### src/sv/hhpd_pkg.sv
// shared types and constants for the heading hold pid drive mixer
package hhpd_pkg;

  localparam int ERR_W   = 17;
  localparam int DELTA_W = 18;
  localparam int SPEED_W = 18;
  localparam int INTEG_W = 48;
  localparam int CORR_W  = 50;
  localparam int S100_W  = 25;
  localparam int MIX_W   = 51;

  localparam logic [2:0] REG_GAIN_P         = 3'd0;
  localparam logic [2:0] REG_GAIN_I         = 3'd1;
  localparam logic [2:0] REG_GAIN_D         = 3'd2;
  localparam logic [2:0] REG_TARGET_HEADING = 3'd3;
  localparam logic [2:0] REG_TARGET_SPEED   = 3'd4;
  localparam logic [2:0] REG_RAMP_STEP      = 3'd5;
  localparam logic [2:0] REG_DRIVE_MODE     = 3'd6;

  localparam logic signed [ERR_W-1:0] WRAP_LIMIT = 17'sd18000;
  localparam logic signed [ERR_W-1:0] WRAP_SPAN  = 17'sd36000;

  localparam logic signed [INTEG_W-1:0] INTEG_MAX = 48'sh7FFF_FFFF_FFFF;
  localparam logic signed [INTEG_W-1:0] INTEG_MIN = 48'sh8000_0000_0000;

  localparam logic signed [7:0]       SPEED_SCALE = 8'sd100;
  localparam logic signed [MIX_W-1:0] DRIVE_SAT   = 51'sd2585600;
  localparam logic [11:0]             DRIVE_RECIP = 12'd2622;
  localparam logic signed [7:0]       DRIVE_MAX   = 8'sd100;

  typedef enum logic [1:0] {
    MODE_PLUS     = 2'd0,
    MODE_MINUS    = 2'd1,
    MODE_SPIN     = 2'd2,
    MODE_ONE_SIDE = 2'd3
  } drive_mode_t;

  typedef struct packed {
    logic s1;
    logic s2;
    logic s3;
    logic s4;
    logic s5;
    logic s6;
  } stage_load_t;

endpackage

### src/sv/heading_hold_pid_drive_mixer.sv
// top level: config registers, six-stage pipe control and the three stage groups
// an input transfer is registered in stage s1 and moves through s2 to s6, which holds the output
// throughput: one item per cycle while the output is not stalled; every stage holds one item and moves on its own
// a stalled output only blocks stages that are full, bubbles are still filled
// reset clears the config registers, the integral, previous error, ramped speed
// and all stage valid flags
module heading_hold_pid_drive_mixer (
  input  logic                               clk,
  input  logic                               rst,
  input  logic                               cfg_wr_en,
  input  logic [2:0]                         cfg_index,
  input  logic [15:0]                        cfg_wdata,
  input  logic                               in_valid,
  output logic                               in_stall,
  input  logic [15:0]                        heading,
  input  logic                               restart,
  output logic                               out_valid,
  input  logic                               out_stall,
  output logic signed [7:0]                  left_drive,
  output logic signed [7:0]                  right_drive,
  output logic signed [hhpd_pkg::ERR_W-1:0]  heading_error
);

  logic signed [15:0]    gain_p;
  logic signed [15:0]    gain_i;
  logic signed [15:0]    gain_d;
  logic [15:0]           target_heading;
  logic signed [7:0]     target_speed;
  logic signed [15:0]    ramp_step;
  hhpd_pkg::drive_mode_t drive_mode;

  logic                  v1, v2, v3, v4, v5;
  hhpd_pkg::stage_load_t ld;
  logic                  move6;

  logic signed [hhpd_pkg::ERR_W-1:0]   e_s1;
  logic signed [hhpd_pkg::DELTA_W-1:0] delta_s1;
  logic                                restart_s1;
  logic signed [hhpd_pkg::CORR_W-1:0]  corr_s4;
  logic signed [hhpd_pkg::S100_W-1:0]  s100_s4;
  logic signed [hhpd_pkg::ERR_W-1:0]   e_s4;

  always_ff @(posedge clk) begin
    if (rst) begin
      gain_p         <= '0;
      gain_i         <= '0;
      gain_d         <= '0;
      target_heading <= '0;
      target_speed   <= '0;
      ramp_step      <= '0;
      drive_mode     <= hhpd_pkg::MODE_PLUS;
    end else if (cfg_wr_en) begin
      case (cfg_index)
        hhpd_pkg::REG_GAIN_P:         gain_p         <= cfg_wdata;
        hhpd_pkg::REG_GAIN_I:         gain_i         <= cfg_wdata;
        hhpd_pkg::REG_GAIN_D:         gain_d         <= cfg_wdata;
        hhpd_pkg::REG_TARGET_HEADING: target_heading <= cfg_wdata;
        hhpd_pkg::REG_TARGET_SPEED:   target_speed   <= cfg_wdata[7:0];
        hhpd_pkg::REG_RAMP_STEP:      ramp_step      <= cfg_wdata;
        hhpd_pkg::REG_DRIVE_MODE:     drive_mode     <= hhpd_pkg::drive_mode_t'(cfg_wdata[1:0]);
        default: ;
      endcase
    end
  end

  // a stage loads when the one before holds an item and it is empty or emptying
  always_comb begin
    move6    = out_valid && !out_stall;
    ld.s6    = v5 && (!out_valid || move6);
    ld.s5    = v4 && (!v5 || ld.s6);
    ld.s4    = v3 && (!v4 || ld.s5);
    ld.s3    = v2 && (!v3 || ld.s4);
    ld.s2    = v1 && (!v2 || ld.s3);
    in_stall = v1 && !ld.s2;
    ld.s1    = in_valid && !in_stall;
  end

  always_ff @(posedge clk) begin
    if (rst) begin
      v1        <= 1'b0;
      v2        <= 1'b0;
      v3        <= 1'b0;
      v4        <= 1'b0;
      v5        <= 1'b0;
      out_valid <= 1'b0;
    end else begin
      v1        <= ld.s1 || (v1 && !ld.s2);
      v2        <= ld.s2 || (v2 && !ld.s3);
      v3        <= ld.s3 || (v3 && !ld.s4);
      v4        <= ld.s4 || (v4 && !ld.s5);
      v5        <= ld.s5 || (v5 && !ld.s6);
      out_valid <= ld.s6 || (out_valid && !move6);
    end
  end

  hhpd_front u_front (
    .clk            (clk),
    .rst            (rst),
    .ld             (ld),
    .heading        (heading),
    .restart        (restart),
    .target_heading (target_heading),
    .e_s1           (e_s1),
    .delta_s1       (delta_s1),
    .restart_s1     (restart_s1)
  );

  hhpd_pid u_pid (
    .clk          (clk),
    .rst          (rst),
    .ld           (ld),
    .e_s1         (e_s1),
    .delta_s1     (delta_s1),
    .restart_s1   (restart_s1),
    .gain_p       (gain_p),
    .gain_i       (gain_i),
    .gain_d       (gain_d),
    .target_speed (target_speed),
    .ramp_step    (ramp_step),
    .corr_s4      (corr_s4),
    .s100_s4      (s100_s4),
    .e_s4         (e_s4)
  );

  hhpd_mix u_mix (
    .clk           (clk),
    .ld            (ld),
    .corr_s4       (corr_s4),
    .s100_s4       (s100_s4),
    .e_s4          (e_s4),
    .drive_mode    (drive_mode),
    .left_drive    (left_drive),
    .right_drive   (right_drive),
    .heading_error (heading_error)
  );

`ifndef SYNTHESIS
  a_drive_range: assert property (@(posedge clk) disable iff (rst)
    out_valid |-> (left_drive >= -hhpd_pkg::DRIVE_MAX && left_drive <= hhpd_pkg::DRIVE_MAX &&
                   right_drive >= -hhpd_pkg::DRIVE_MAX && right_drive <= hhpd_pkg::DRIVE_MAX))
    else $error("drive outside percent range");

  a_stall_only_full: assert property (@(posedge clk) disable iff (rst)
    in_stall |-> (v1 && v2 && v3 && v4 && v5 && out_valid && out_stall))
    else $error("input stalled with a free stage");

  a_reset_empty: assert property (@(posedge clk)
    $past(rst) |-> !out_valid)
    else $error("result valid straight after reset");

  a_one_side_clamp: assert property (@(posedge clk) disable iff (rst)
    (ld.s6 && drive_mode == hhpd_pkg::MODE_ONE_SIDE) |=>
      (left_drive <= 0 && right_drive <= 0))
    else $error("one-side turn drove a side forward");
`endif

endmodule

### src/sv/hhpd_front.sv
// front stage: wrapped heading error and its change since the last tick
module hhpd_front (
  input  logic                                clk,
  input  logic                                rst,
  input  hhpd_pkg::stage_load_t               ld,
  input  logic [15:0]                         heading,
  input  logic                                restart,
  input  logic [15:0]                         target_heading,
  output logic signed [hhpd_pkg::ERR_W-1:0]   e_s1,
  output logic signed [hhpd_pkg::DELTA_W-1:0] delta_s1,
  output logic                                restart_s1
);

  logic signed [hhpd_pkg::ERR_W-1:0]   prev_err;
  logic signed [hhpd_pkg::ERR_W-1:0]   diff;
  logic signed [hhpd_pkg::ERR_W-1:0]   err;
  logic signed [hhpd_pkg::ERR_W-1:0]   prev_base;
  logic signed [hhpd_pkg::DELTA_W-1:0] delta;

  always_comb begin
    diff      = $signed({1'b0, heading}) - $signed({1'b0, target_heading});
    err       = (diff > hhpd_pkg::WRAP_LIMIT) ? diff - hhpd_pkg::WRAP_SPAN : diff;
    prev_base = restart ? '0 : prev_err;
    delta     = $signed({err[hhpd_pkg::ERR_W-1], err})
              - $signed({prev_base[hhpd_pkg::ERR_W-1], prev_base});
  end

  always_ff @(posedge clk) begin
    if (rst) begin
      prev_err <= '0;
    end else if (ld.s1) begin
      prev_err <= err;
    end
  end

  always_ff @(posedge clk) begin
    if (ld.s1) begin
      e_s1       <= err;
      delta_s1   <= delta;
      restart_s1 <= restart;
    end
  end

endmodule

### src/sv/hhpd_pid.sv
// pid stages: gain products, speed ramp, saturating integral and correction sum
module hhpd_pid (
  input  logic                                clk,
  input  logic                                rst,
  input  hhpd_pkg::stage_load_t               ld,
  input  logic signed [hhpd_pkg::ERR_W-1:0]   e_s1,
  input  logic signed [hhpd_pkg::DELTA_W-1:0] delta_s1,
  input  logic                                restart_s1,
  input  logic signed [15:0]                  gain_p,
  input  logic signed [15:0]                  gain_i,
  input  logic signed [15:0]                  gain_d,
  input  logic signed [7:0]                   target_speed,
  input  logic signed [15:0]                  ramp_step,
  output logic signed [hhpd_pkg::CORR_W-1:0]  corr_s4,
  output logic signed [hhpd_pkg::S100_W-1:0]  s100_s4,
  output logic signed [hhpd_pkg::ERR_W-1:0]   e_s4
);

  // stage 2
  logic signed [32:0]                     p_s2;
  logic signed [32:0]                     i_s2;
  logic signed [33:0]                     dd_s2;
  logic signed [hhpd_pkg::SPEED_W-1:0]    speed_s2;
  logic                                   restart_s2;
  logic signed [hhpd_pkg::ERR_W-1:0]      e_s2;
  logic signed [hhpd_pkg::SPEED_W-1:0]    ramped;
  logic signed [hhpd_pkg::SPEED_W-1:0]    ramp_base;
  logic signed [hhpd_pkg::SPEED_W-1:0]    ramped_next;
  logic signed [15:0]                     tgt_fixed;
  logic [hhpd_pkg::SPEED_W-1:0]           base_mag;
  logic [16:0]                            tgt_mag;

  // stage 3
  logic signed [hhpd_pkg::INTEG_W-1:0]    integral;
  logic signed [hhpd_pkg::INTEG_W-1:0]    integ_base;
  logic signed [hhpd_pkg::INTEG_W:0]      integ_sum;
  logic signed [hhpd_pkg::INTEG_W-1:0]    integral_next;
  logic signed [hhpd_pkg::INTEG_W-1:0]    integ_s3;
  logic signed [34:0]                     pd_s3;
  logic signed [hhpd_pkg::S100_W-1:0]     s100_s3;
  logic signed [hhpd_pkg::ERR_W-1:0]      e_s3;

  always_comb begin
    ramp_base   = restart_s1 ? '0 : ramped;
    tgt_fixed   = {target_speed, 8'b0};
    base_mag    = ramp_base[hhpd_pkg::SPEED_W-1] ? 18'(-ramp_base) : 18'(ramp_base);
    tgt_mag     = tgt_fixed[15] ? 17'(-$signed({tgt_fixed[15], tgt_fixed}))
                                : 17'({tgt_fixed[15], tgt_fixed});
    ramped_next = (base_mag < {1'b0, tgt_mag})
                ? ramp_base + $signed({{2{ramp_step[15]}}, ramp_step})
                : ramp_base;
  end

  always_ff @(posedge clk) begin
    if (rst) begin
      ramped <= '0;
    end else if (ld.s2) begin
      ramped <= ramped_next;
    end
  end

  always_ff @(posedge clk) begin
    if (ld.s2) begin
      p_s2       <= gain_p * e_s1;
      i_s2       <= gain_i * e_s1;
      dd_s2      <= gain_d * delta_s1;
      speed_s2   <= ramped_next;
      restart_s2 <= restart_s1;
      e_s2       <= e_s1;
    end
  end

  always_comb begin
    integ_base = restart_s2 ? '0 : integral;
    integ_sum  = $signed({integ_base[hhpd_pkg::INTEG_W-1], integ_base})
               + $signed({{16{i_s2[32]}}, i_s2});
    if (integ_sum[hhpd_pkg::INTEG_W] != integ_sum[hhpd_pkg::INTEG_W-1]) begin
      integral_next = integ_sum[hhpd_pkg::INTEG_W] ? hhpd_pkg::INTEG_MIN
                                                   : hhpd_pkg::INTEG_MAX;
    end else begin
      integral_next = integ_sum[hhpd_pkg::INTEG_W-1:0];
    end
  end

  always_ff @(posedge clk) begin
    if (rst) begin
      integral <= '0;
    end else if (ld.s3) begin
      integral <= integral_next;
    end
  end

  always_ff @(posedge clk) begin
    if (ld.s3) begin
      integ_s3 <= integral_next;
      pd_s3    <= $signed({{2{p_s2[32]}}, p_s2}) + $signed({dd_s2[33], dd_s2});
      s100_s3  <= speed_s2 * hhpd_pkg::SPEED_SCALE;
      e_s3     <= e_s2;
    end
  end

  always_ff @(posedge clk) begin
    if (ld.s4) begin
      corr_s4 <= $signed({{2{integ_s3[hhpd_pkg::INTEG_W-1]}}, integ_s3})
               + $signed({{15{pd_s3[34]}}, pd_s3});
      s100_s4 <= s100_s3;
      e_s4    <= e_s3;
    end
  end

endmodule

### src/sv/hhpd_mix.sv
// mixer stages: mode mix, one-side clamp, scale to percent and saturate
module hhpd_mix (
  input  logic                               clk,
  input  hhpd_pkg::stage_load_t              ld,
  input  logic signed [hhpd_pkg::CORR_W-1:0] corr_s4,
  input  logic signed [hhpd_pkg::S100_W-1:0] s100_s4,
  input  logic signed [hhpd_pkg::ERR_W-1:0]  e_s4,
  input  hhpd_pkg::drive_mode_t              drive_mode,
  output logic signed [7:0]                  left_drive,
  output logic signed [7:0]                  right_drive,
  output logic signed [hhpd_pkg::ERR_W-1:0]  heading_error
);

  typedef struct packed {
    logic        hi;
    logic        lo;
    logic        neg;
    logic [11:0] x;
  } side_t;

  function automatic side_t prep(input logic signed [hhpd_pkg::MIX_W-1:0] num);
    side_t                      r;
    logic [hhpd_pkg::MIX_W-1:0] m;
    m     = num[hhpd_pkg::MIX_W-1] ? 51'(-num) : 51'(num);
    r.hi  = num >= hhpd_pkg::DRIVE_SAT;
    r.lo  = num <= -hhpd_pkg::DRIVE_SAT;
    r.neg = num[hhpd_pkg::MIX_W-1];
    r.x   = m[21:10];
    return r;
  endfunction

  // divide by 25600: drop ten bits, then times 2622 over 65536 for the 25
  function automatic logic signed [7:0] scale(input side_t s);
    logic [23:0]        prod;
    logic signed [7:0]  q;
    logic signed [7:0]  d;
    prod = {12'b0, s.x} * {12'b0, hhpd_pkg::DRIVE_RECIP};
    q    = $signed(prod[23:16]);
    if (s.hi) begin
      d = hhpd_pkg::DRIVE_MAX;
    end else if (s.lo) begin
      d = -hhpd_pkg::DRIVE_MAX;
    end else begin
      d = s.neg ? -q : q;
    end
    return d;
  endfunction

  logic signed [hhpd_pkg::MIX_W-1:0] c;
  logic signed [hhpd_pkg::MIX_W-1:0] s;
  logic signed [hhpd_pkg::MIX_W-1:0] left_num;
  logic signed [hhpd_pkg::MIX_W-1:0] right_num;
  side_t                             left_s5;
  side_t                             right_s5;
  logic signed [hhpd_pkg::ERR_W-1:0] e_s5;

  always_comb begin
    c = $signed({corr_s4[hhpd_pkg::CORR_W-1], corr_s4});
    s = $signed({{26{s100_s4[hhpd_pkg::S100_W-1]}}, s100_s4});
    case (drive_mode)
      hhpd_pkg::MODE_PLUS: begin
        left_num  = s + c;
        right_num = s - c;
      end
      hhpd_pkg::MODE_MINUS: begin
        left_num  = -s + c;
        right_num = -s - c;
      end
      hhpd_pkg::MODE_SPIN: begin
        left_num  = c;
        right_num = -c;
      end
      hhpd_pkg::MODE_ONE_SIDE: begin
        left_num  = -s - c;
        right_num = -s + c;
        if (left_num > 0) begin
          left_num = '0;
        end
        if (right_num > 0) begin
          right_num = '0;
        end
      end
      default: begin
        left_num  = '0;
        right_num = '0;
      end
    endcase
  end

  always_ff @(posedge clk) begin
    if (ld.s5) begin
      left_s5  <= prep(left_num);
      right_s5 <= prep(right_num);
      e_s5     <= e_s4;
    end
  end

  always_ff @(posedge clk) begin
    if (ld.s6) begin
      left_drive    <= scale(left_s5);
      right_drive   <= scale(right_s5);
      heading_error <= e_s5;
    end
  end

endmodule

### config.mk
export PLATFORM = sky130hd
export DESIGN_NAME = heading_hold_pid_drive_mixer
export DESIGN_NICKNAME = d
export VERILOG_FILES = /design/src/sv/hhpd_pkg.sv /design/src/sv/heading_hold_pid_drive_mixer.sv /design/src/sv/hhpd_front.sv /design/src/sv/hhpd_pid.sv /design/src/sv/hhpd_mix.sv
export SDC_FILE = /design/constraint.sdc
export NUM_CORES = 2
export LEC_CHECK = 0
export BUFFER_PORTS_ARGS = -buffer_cell sky130_fd_sc_hd__buf_2
export CAP_MARGIN = 0
export CORE_MARGIN = 4
export CORE_UTILIZATION = 61
export DETAILED_ROUTE_END_ITERATION = 6
export GPL_TIMING_DRIVEN = 0
export PLACE_DENSITY = 0.75
export SLEW_MARGIN = 20
export SYNTH_ARGS = -nofsm -noshare
export SYNTH_HDL_FRONTEND = slang
export SYNTH_SLANG_ARGS = --single-unit
### constraint.sdc
create_clock -name clk -period 10.8 [get_ports clk]
set_input_delay 1.08 -clock clk [delete_from_list [all_inputs] [get_ports clk]]
set_output_delay 1.08 -clock clk [all_outputs]
set_load 0.02 [all_outputs]
==> run_results.csv <==
group,metric,value,unit
run_status,status,"complete, no violations",
cts,clk_pin_slew,0.07,ns
logic_synthesis,syn_area,84140,um2
worst_setup_path,worstSetupStartpointType,"flop",
cts,root_buffer,"clkbuf_16",
floorplanning,die_w,379.4,um
cells_and_area,area_growth,6.983,%
logic_synthesis,synth_fp_nets,11200,
pwr,leakage,0.04009,uW
timing,fin_crit_sh,98.75,%
placement,dp_hpwl,223.7,mm
cells_and_area,drive_gt1_share,3.827,%
timing,whs,0.3942,ns
cts,cts_buffers,76,
worst_setup_path,worstPathRequired,11.15,ns
route,wl_per_cell,23.89,um
cells_and_area,utilization,65.55,%
timing,final_max_slew_viol_count,0,
timing,period_minus_slack,10.67,ns
cells_and_area,finalNetCount,11380,
floorplanning,rows,136,
grt,antenna_found_initial,11,
logic_synthesis,ys.flop_type,"edfxtp_1",
timing,setup_violations,0,
placement,port_buffers,75,
floorplanning,die-area,143900,um2
placement,dpl_cell_area,87280,um2
timing,maxSlewHeadroom,15.12,%
worst_setup_path,crit_fanout,10,
logic_synthesis,ys_seq_area_share,20.82,%
worst_setup_path,crit_arrival,11.02,ns
job,cap_violations,0,
timing,fmax,93.76,MHz
route,vias,69950,
cells_and_area,final_area,90020,um2
hold_path,hold_class,"flop to flop",
cts,worstSkewPairLatency,0.71,ns
logic_synthesis,synth_edf_count,464,
pwr,total_power,8716,uW
route,drc,0,
timing,hold_viol_final,0,
route,viasPerCell,6.141,
logic_synthesis,async_flop_share,0,%
timing,fin_skew,0.04416,ns
cts,cts_tree,"done",
logic_synthesis,ys_seq_elements,643,
grt,grt_pass1_vias,71430,
logic_synthesis,synth.distinct_cells,106,
cts,cts.sinks,643,
cts,htree_levels,3,
route,routed_wl,272.1,mm
floorplanning,io_pins,76,
logic_synthesis,syn_avg_cell_area,8.999,um2
timing,grt_setup_unrepaired,"true",
route,drt_first_iter_violations,5953,
route,drtPass1Iterations,6,
worst_setup_path,criticalPathCategory,"flop to flop",
placement,place.gp.congestion,1.094,
cells_and_area,fillers,11170,
grt,grt_use_total,38.21,%
route,ant_nets,0,
cts,postCtsHoldBufs,0,
grt,grt_pass1_wl,416.7,mm
worst_setup_path,worstSetupEndpointType,"flop",
logic_synthesis,synth_warnings,0,
pwr,vdd_drop_max,0.1699,mV
logic_synthesis,postSynthCellCount,9350,
grt,grt_max_degree,54,
floorplanning,coreArea,137300,um2
floorplanning,die_y,379.4,um
cts,clock_path_buffers,3,
pwr,powerDensity,96.83,nW/um2
grt,overflow,0,
floorplanning,start_util,61.27,%
timing,worstMarginPinSlew,1.267,ns
cells in the mapped netlist, types with 19 or more instances:
library cell  number  area, um2
and2_1           369       2308
o211ai_1          48      360.4
nor3_1           167      835.8
nor4_1            49      306.5
or2_2             28      175.2
a211oi_1          70      525.5
a221oi_1          22      192.7
dfxtp_1          179       3583
inv_1           1316       4940
o21ai_0          325       1627
edfxtp_1         464      13930
xnor2_1          401       3512
a22oi_1           19      142.6
o22ai_1           30      187.7
nor2b_1          132      825.8
nand2_1          968       3633
o21bai_1          79      593.1
a211o_1           19      166.4
nand3_1          128      640.6
o31ai_1           57      427.9
clkbuf_1         321       1205
mux2i_1           36      360.4
or3_1             53      331.6
xor2_1           119       1042
and3_1            44      275.3
nand2b_1         151      944.7
a31oi_1           81      506.7
a21o_1           120      900.9
or4_1             25      187.7
a21oi_1          562       2813
a21boi_0          39      292.8
nand4_1           45      281.5
o21a_1            83      623.1
fa_1             950      19020
ha_1             861      10770
nor2_1           616       2312
power breakdown:
part           total [uW]  switching (uW)  internal (uW)
clock network        2720            1150           1580
registers            3050             180           2870
logic                2940            1910           1040
total                8720            3240           5480
cell type report:
cell class	count	area [um2]	share of cell area [%]
diodes	6	15.01	0.01668
flip-flops and latches	643	17520	19.46
repair buffers	99	817.0	0.9076
plain buffers	362	1450	1.611
well taps	1794	2245	2.494
multi-input cells	7020	60370	67.07
clock inverters	45	553.0	0.6144
clock buffers	97	2074	2.305
inverters	1325	4974	5.525
sequential cells by signal, summed over array words and instances (netlist names), 16 cells and up:
register	flops
u_pid.corr_s4	49
gain_i	16
target_heading	16
u_pid.ramped	18
u_pid.e_s4	17
ramp_step	16
u_pid.dd_s2	34
u_pid.e_s3	17
u_front.e_s1	17
gain_d	16
u_mix.heading_error	17
u_pid.integral	48
u_pid.e_s2	17
u_pid.integ_s3	48
u_pid.speed_s2	18
u_pid.s100_s4	23
u_pid.p_s2	33
u_pid.s100_s3	23
gain_p	16
u_front.prev_err	17
u_pid.pd_s3	35
u_mix.e_s5	17
u_pid.i_s2	33
u_front.delta_s1	18
cell usage in the layout, fill, tap and decap left out, drive strengths merged, types with 59 or more instances in the layout:
cell type / Yosys / layout
o21a: 83 / 83
xnor2: 402 / 402
a21oi: 566 / 566
nor3: 167 / 167
a21o: 120 / 120
nand3: 128 / 128
clkbuf: 321 / 418
nor2b: 132 / 132
ha: 861 / 861
xor2: 119 / 119
nand2: 970 / 970
dfxtp: 179 / 179
o21ai: 329 / 329
fa: 950 / 950
edfxtp: 464 / 464
buf: 41 / 140
a31oi: 81 / 81
nor2: 617 / 617
nand2b: 151 / 151
and2: 369 / 369
o21bai: 79 / 79
a211oi: 72 / 72
inv: 1317 / 1327
o31ai: 59 / 59
critical path, cell delays in order (launching register included):
cell and delay, ns:
edfxtp_1 0.51, or4_1 0.61, nor4_1 0.41, nand3_1 0.31, or3_1 0.47, inv_1 0.26
clkbuf_1 0.58, nor2_1 0.24, ha_1 0.46, nand2_1 0.14, nor4_2 0.39, o211ai_2 0.33
a211oi_4 0.57, nand2b_1 0.17, a21o_1 0.23, nor4b_1 0.63, nand4_1 0.26, or4_1 0.66
or4_4 0.61, o21ai_4 0.49, a31oi_1 0.56, o21ai_0 0.34, a21boi_0 0.11, o21ai_0 0.56
and4b_1 0.29, nor2_1 0.10
worst paths after layout:
| path | startpoint | cells past startpoint | slack (ns) | endpoint |
|---|---|---|---|---|
| max reg2reg | u_pid.s100_s4[6]$_DFFE_PP_ | 25 | 0.13 | u_mix.left_s5[13]$_DFFE_PP_ |
| min | u_pid.e_s4[1]$_DFFE_PP_ | 0 | 0.39 | u_mix.e_s5[1]$_DFFE_PP_ |
| max | u_pid.s100_s4[6]$_DFFE_PP_ | 25 | 0.13 | u_mix.left_s5[13]$_DFFE_PP_ |
| min reg2reg | u_pid.e_s4[1]$_DFFE_PP_ | 0 | 0.39 | u_mix.e_s5[1]$_DFFE_PP_ |
timing repair:
action | CTS | global route
cloned | 0 | 0
pin swaps | 1 | 0
buffers inserted | 3 | 0
setup endpoints to repair | 1 | 16
gates resized for setup | 2 | 8
routing by layer:
layer | GRT usage, % | vias to the layer above | share of wire (%) | routed length, um
met2 | 62.47 | 3008 | 46 | 125400
met5 | 0 | - | 0.0092 | 25
met4 | 27.10 | 4 | 8.9 | 24240
met3 | 6.532 | 931 | 7.7 | 21010
met1 | 45.95 | 34360 | 37 | 101500
li1 | - | 31650 | - | -
metrics by stage:
stage	TNS [ns]	instances	setup slack (ns)
final	0	11390	0.1349
after floorplan	0	9350	2.383
after detailed placement	-0.6269	11240	-0.6269
after CTS	0	11390	0.004573
after global routing	-0.02247	11390	-0.02247
after global placement	-112.81	11220	-2.117
kinds of logic (layout without fill, tap and decap cells):
logic type,Yosys count,in the layout,synth area share (%)
AND/OR/NAND/NOR,2850,2850,16.32
buffers and inverters,1687,1928,7.616
multiplexers,49,49,0.6156
adder cells (fa/ha/maj),1811,1811,35.41
flip-flops,643,643,20.82
other,1,7,0.004457
XOR/XNOR,521,521,5.432
AO/OA/AOI/OAI,1788,1788,13.79
Note: power is estimated with default switching activity, not from simulation.
